## src/rtl/core/mhpq_pkg.sv

```systemverilog
// ----------------------------------------------------------------------------
// mhpq_pkg
// Shared constants, codes and types of the max-heap priority queue.
// ----------------------------------------------------------------------------
`default_nettype none

package mhpq_pkg;

	localparam int CAPACITY = 128;
	localparam int ADDR_W   = $clog2(CAPACITY);
	localparam int CNT_W    = $clog2(CAPACITY + 1);
	localparam int CHILD_W  = ADDR_W + 1;

	localparam logic FUNC_INSERT  = 1'b0;
	localparam logic FUNC_EXTRACT = 1'b1;

	typedef enum logic [1:0] {
		STAT_INSERTED  = 2'd0,
		STAT_EXTRACTED = 2'd1,
		STAT_FULL      = 2'd2,
		STAT_EMPTY     = 2'd3
	} status_t;

	typedef enum logic [2:0] {
		ST_IDLE,
		ST_UP_CMP,
		ST_UP_FIN,
		ST_EX_LOAD,
		ST_DN_CMP,
		ST_DONE
	} state_t;

	typedef struct packed {
		logic [15:0] severity;
		logic [15:0] task_id;
	} entry_t;

	typedef struct packed {
		logic              en;
		logic [ADDR_W-1:0] addr;
		entry_t            data;
	} wr_req_t;

	typedef struct packed {
		logic [ADDR_W-1:0] addr_a;
		logic [ADDR_W-1:0] addr_b;
	} rd_req_t;

endpackage

`default_nettype wire

```

## src/rtl/core/mhpq_ram.sv

```systemverilog
// ----------------------------------------------------------------------------
// mhpq_ram
// Heap entry store: one write port, two registered read ports.
// ----------------------------------------------------------------------------
`default_nettype none

module mhpq_ram (
	input  wire logic             clk,
	input  wire mhpq_pkg::wr_req_t wr,
	input  wire mhpq_pkg::rd_req_t rd,
	output mhpq_pkg::entry_t      rd_a,
	output mhpq_pkg::entry_t      rd_b
);
	import mhpq_pkg::*;

	entry_t mem [CAPACITY];

	always_ff @(posedge clk) begin
		if (wr.en) begin
			mem[wr.addr] <= wr.data;
		end
	end

	always_ff @(posedge clk) begin
		rd_a <= mem[rd.addr_a];
		rd_b <= mem[rd.addr_b];
	end

endmodule

`default_nettype wire

```

## config.mk

```make
export PLATFORM = sky130hd
export DESIGN_NAME = mhpq_ram
export DESIGN_NICKNAME = d
export VERILOG_FILES = /design/src/rtl/core/mhpq_pkg.sv /design/src/rtl/core/mhpq_ram.sv
export SDC_FILE = /design/constraint.sdc
export NUM_CORES = 2
export LEC_CHECK = 0
export BUFFER_PORTS_ARGS = -buffer_cell sky130_fd_sc_hd__buf_4
export CAP_MARGIN = 10
export CORE_ASPECT_RATIO = 0.6
export CORE_MARGIN = 2
export CORE_UTILIZATION = 37
export CTS_BUF_LIST = sky130_fd_sc_hd__clkbuf_2
export DETAILED_ROUTE_END_ITERATION = 8
export SYNTH_ARGS = -nofsm -noshare
export SYNTH_HDL_FRONTEND = slang
export SYNTH_SLANG_ARGS = --single-unit
export TNS_END_PERCENT = 5
```

## constraint.sdc

```tcl
create_clock -name clk -period 3.9 [get_ports clk]
set_input_delay 0.195 -clock clk [delete_from_list [all_inputs] [get_ports clk]]
set_output_delay 0.195 -clock clk [all_outputs]
set_load 0.01 [all_outputs]
```

Word level (Yosys, flattened, before mapping)
Memory sizes are Yosys's and may differ from the RTL's. A register that Yosys moved wholly into a read port is not among the register bits.
Cells that the tools add are included.

operators by class
  muxes and demuxes = 2

operator list
  kind              number
  2-to-1 mux 1 bit  2

storage, ports and cells
  word-level logic and storage cells = 3
  memories = 1
  bits in writable memories = 4096
  output and inout port bits = 64
  register bits = 0
  bits of input ports = 55

memory list
  name  depth  bits a word  read ports  clocked after Yosys merged registers in  wr ports  RTL line        source
  mem   128    32           2           2                                        1         mhpq_ram.sv:16  entry_t mem [CAPACITY];

Logic depth before layout (Yosys ltp)
  depth in word-level cells = 2
  depth in mapped cells = 8
  depth with buffers taken out = 4

Worst setup path before layout
Ideal clock, no wire load.

  kind = input to register
  start = in wr[39] in the netlist's numbering
  end = mem mem[98][0] in the netlist's numbering, enable pin
  library setup time = 0.461 ns
  path buffers = 1
  slack = 0.466 ns
  data arrival time = 2.973 ns
  required time = 3.439 ns
  stages = 3
  cells stage by stage = clkbuf_1 nand4_1 nor3_1

between the ends
  word-level cells in the longest chain between the ends = 2

ends and longest elaborated chain
  what                                    RTL line        source
  from (decl)                             mhpq_ram.sv:9   input wire mhpq_pkg::wr_req_t wr,
  2-to-1 mux 1 bit                        mhpq_ram.sv:19  if (wr.en) begin
  2-to-1 mux 1 bit (implied by the code)  mhpq_ram.sv:20  mem[wr.addr] <= wr.data;
  to (decl)                               mhpq_ram.sv:16

No other way between the ends.

==> flow_summary_export.csv <==
group,metric,value,unit
synthesis,synth_area_per_cell,24.5,µm²
clocking,cts_buffers,909,
worst_setup_path,start_kind,"input pin",
synthesis,synth_fp_nets,7756,
finish,num-nets-final,9008,
detailed_routing,antenna_left,0,
power,p_leak,67.1,nW
detailed_routing,vias,107000,
grt,grt_pass1_vias,106000,
timing,skew,195,ps
detailed_routing,drc,0,
power,irDropWorstVdd,0.225,mV
finish,fin_cells,16500,
worst_setup_path,cp.required,5890,ps
power,power.switching,23.7,mW
detailed_routing,vias_per_cell,6.47,
worst_setup_path,max_stage_delay,1180,ps
synthesis,synthesis.instances,7701,
worst_hold_path,hold_class,"input pin to flop",
finish,drive_above_1_share,0.526,
clocking,cts_tree,"yes",
power,clkPwrFrac,0.322,
grt,grt_overflow_total,0,
synthesis,seq_area_frac_synth,0.658,
grt,antenna_found_initial,119,
job,maxCapViolCount,0,
detailed_routing,wirelength,679000,µm
die,rows,203,
detailed_routing,drtPass1Iterations,6,
clocking,cts.sinks,4160,
outcome,violations,"setup timing",
timing,hold_viol_final,0,
timing,worst_slack,-18.7,ps
worst_setup_path,crit_path_end_kind,"flop",
placed_design,portBuffers,118,
grt,track_usage,0.259,
timing,setup_viol,1,
die,die_h,557,µm
timing,max_freq,255,MHz
synthesis,postSynthRegisterBits,4160,
grt,grt_max_degree,129,
power,p_seq_frac,0.573,
die,core,509000,µm²
timing,timing.setup.tns,-18.7,ps
timing,max_slew.worst_pin.slew,1230,ps
synthesis,ys_types,17,
clocking,clkLatencyLatePin,2180,ps
power,power,87.0,mW
timing,rsz0062_at_grt,"no",
outcome,status,"finished, violations left",
clocking,clock_path_buffers,4,
worst_setup_path,cp_common_cell,"dlygate4sd3_1",
power,internal_power,63.4,mW
finish,final_common_cell,"edfxtp_1",
synthesis,syn_area,189000,µm²
worst_setup_path,path_class,"input pin to flop",
timing,post-route-period-util,1.00,
grt,met2_usage,0.354,
timing,relSlewSlack,0.178,
grt,met1_usage,0.370,
timing,layout_min_cycle_time,3920,ps
worst_setup_path,crit_slowest_cell,"dlygate4sd3_1",
worst_setup_path,cp.arrival,5910,ps
finish,final_cell_mix,"edfxtp_1, mux4_2, clkbuf_2, buf_4, buf_12",
grt,use_met3,0.117,
finish,final_core_util,0.423,
die,io_pins,119,
placed_design,dp.cells,14500,
worst_setup_path,cp_cell_sequence,"dlygate4sd3_1, dlygate4sd3_1, buf_8, buf_16, buf_12, dlygate4sd3_1, mux4_2, mux4_2, dlygate4sd3_1, mux2_2, dlygate4sd3_1",
finish,synthToLayoutAreaGrowth,14.1,%
die,design.die.area,516000,µm²
worst_setup_path,cp_max_fo,24,
clocking,htree_levels,6,
grt,busiest_layer,"met1",
detailed_routing,drtIter0Drc,19400,
power,combPwrFrac,0.106,
placed_design,gp_congestion,0.861,
grt,grt_first_pass_wirelength,915000,µm
detailed_routing,wl_per_cell,41.2,µm
clocking,root_buffer,"clkbuf_2",
power,p_per_area,404,nW/µm²
timing,slew_violations,0,
die,start_util,0.371,
placed_design,post-place-ws,295,ps
power,p_sw_frac,0.272,
synthesis,ys_warn_count,0,
clocking,clk_pin_slew,120,ps
placed_design,hpwl,406000,µm
die,die_w,926,µm
## final timing paths
path / start / end / slack [ps] / cells past startpoint
max reg2reg: mem[26][15] / rd_a[15] / 290 / 6
min reg2reg: mem[62][4] / rd_a[4] / 1120 / 4
max: rd[8] / rd_a[26] / -20 / 11
min: rd[1] / rd_b[30] / 140 / 7
## worst max-delay path: cells and delay by family
family	cells	cell delay, ps
mux	3	1410
buf+inv	8	4240
## flip-flops by register name (all words and copies together) (netlist names)
| register | count |
|---|---|
| rd_b | 32 |
| rd_a | 32 |
| mem | 4096 |
## repair_timing
| item | 4_1_cts | 5_1_grt |
|---|---|---|
| hold buffers | 258 | 1 |
| buffers inserted | 0 | 0 |
| setup endpoints to repair | 0 | 3 |
| endpoints found under the hold margin | 8256 | 2 |
| gates resized for setup | 0 | 2 |
## final cells by class
type,count,area (µm²)
clock buffer,1409,7050
antenna,47,118
multi-input combinational,2922,62900
fill,43500,293000
tap,6765,8460
clock inverter,221,1070
sequential,4160,124000
timing repair buffer,960,11400
## logic make-up after synthesis
kind of cell  after synthesis  share of synthesized area
flops                    4160                      0.658
mux                      2752                      0.325
buf+inv                   619                     0.0134
simple gates              170                    0.00369
## per-layer routing
layer  wire, µm  up-vias
met1     257000    57800
met2     281000     8981
met5        399        -
li1           -    38500
met4      24300       64
met3     116000     1270
## through the flow
step | hold slack [ps] | cell area (µm²)
after floorplan | 294 | 189000
after global placement | 608 | 204000
after detailed placement | 611 | 204000
after CTS | 1.30 | 215000
after global routing | 104 | 215000
final | 138 | 215000
## power groups by stage
stage | Sequential, mW | Combinational [mW] | Clock (mW)
2_1_floorplan | 50.5 | 4.65 | 0
3_3_place_gp | 50.9 | 8.55 | 0
3_5_place_dp | 50.9 | 8.66 | 0
4_1_cts | 49.9 | 9.12 | 28.4
5_1_grt | 49.9 | 9.49 | 30.5
6_report | 49.8 | 9.19 | 28.0
## synthesized netlist by cell type
master       n  area (µm²)
edfxtp_1  4096      123000
mux4_2    2688       60500
clkbuf_1   365        1370
buf_1      132         495
nor2_1     122         458
buf_2      103         515
dfxtp_1     64        1280
mux2_2      64         721
buf_4       17         128
nand2_1     14        52.6
nand3_1     12        60.1
nor3_1       9        45.0
nor2b_1      7        43.8
nand4_1      3        18.8
buf_6        2        22.5
nand2b_1     2        12.5
or3_1        1        6.26
No activity file was read; power rests on OpenSTA's default activity.
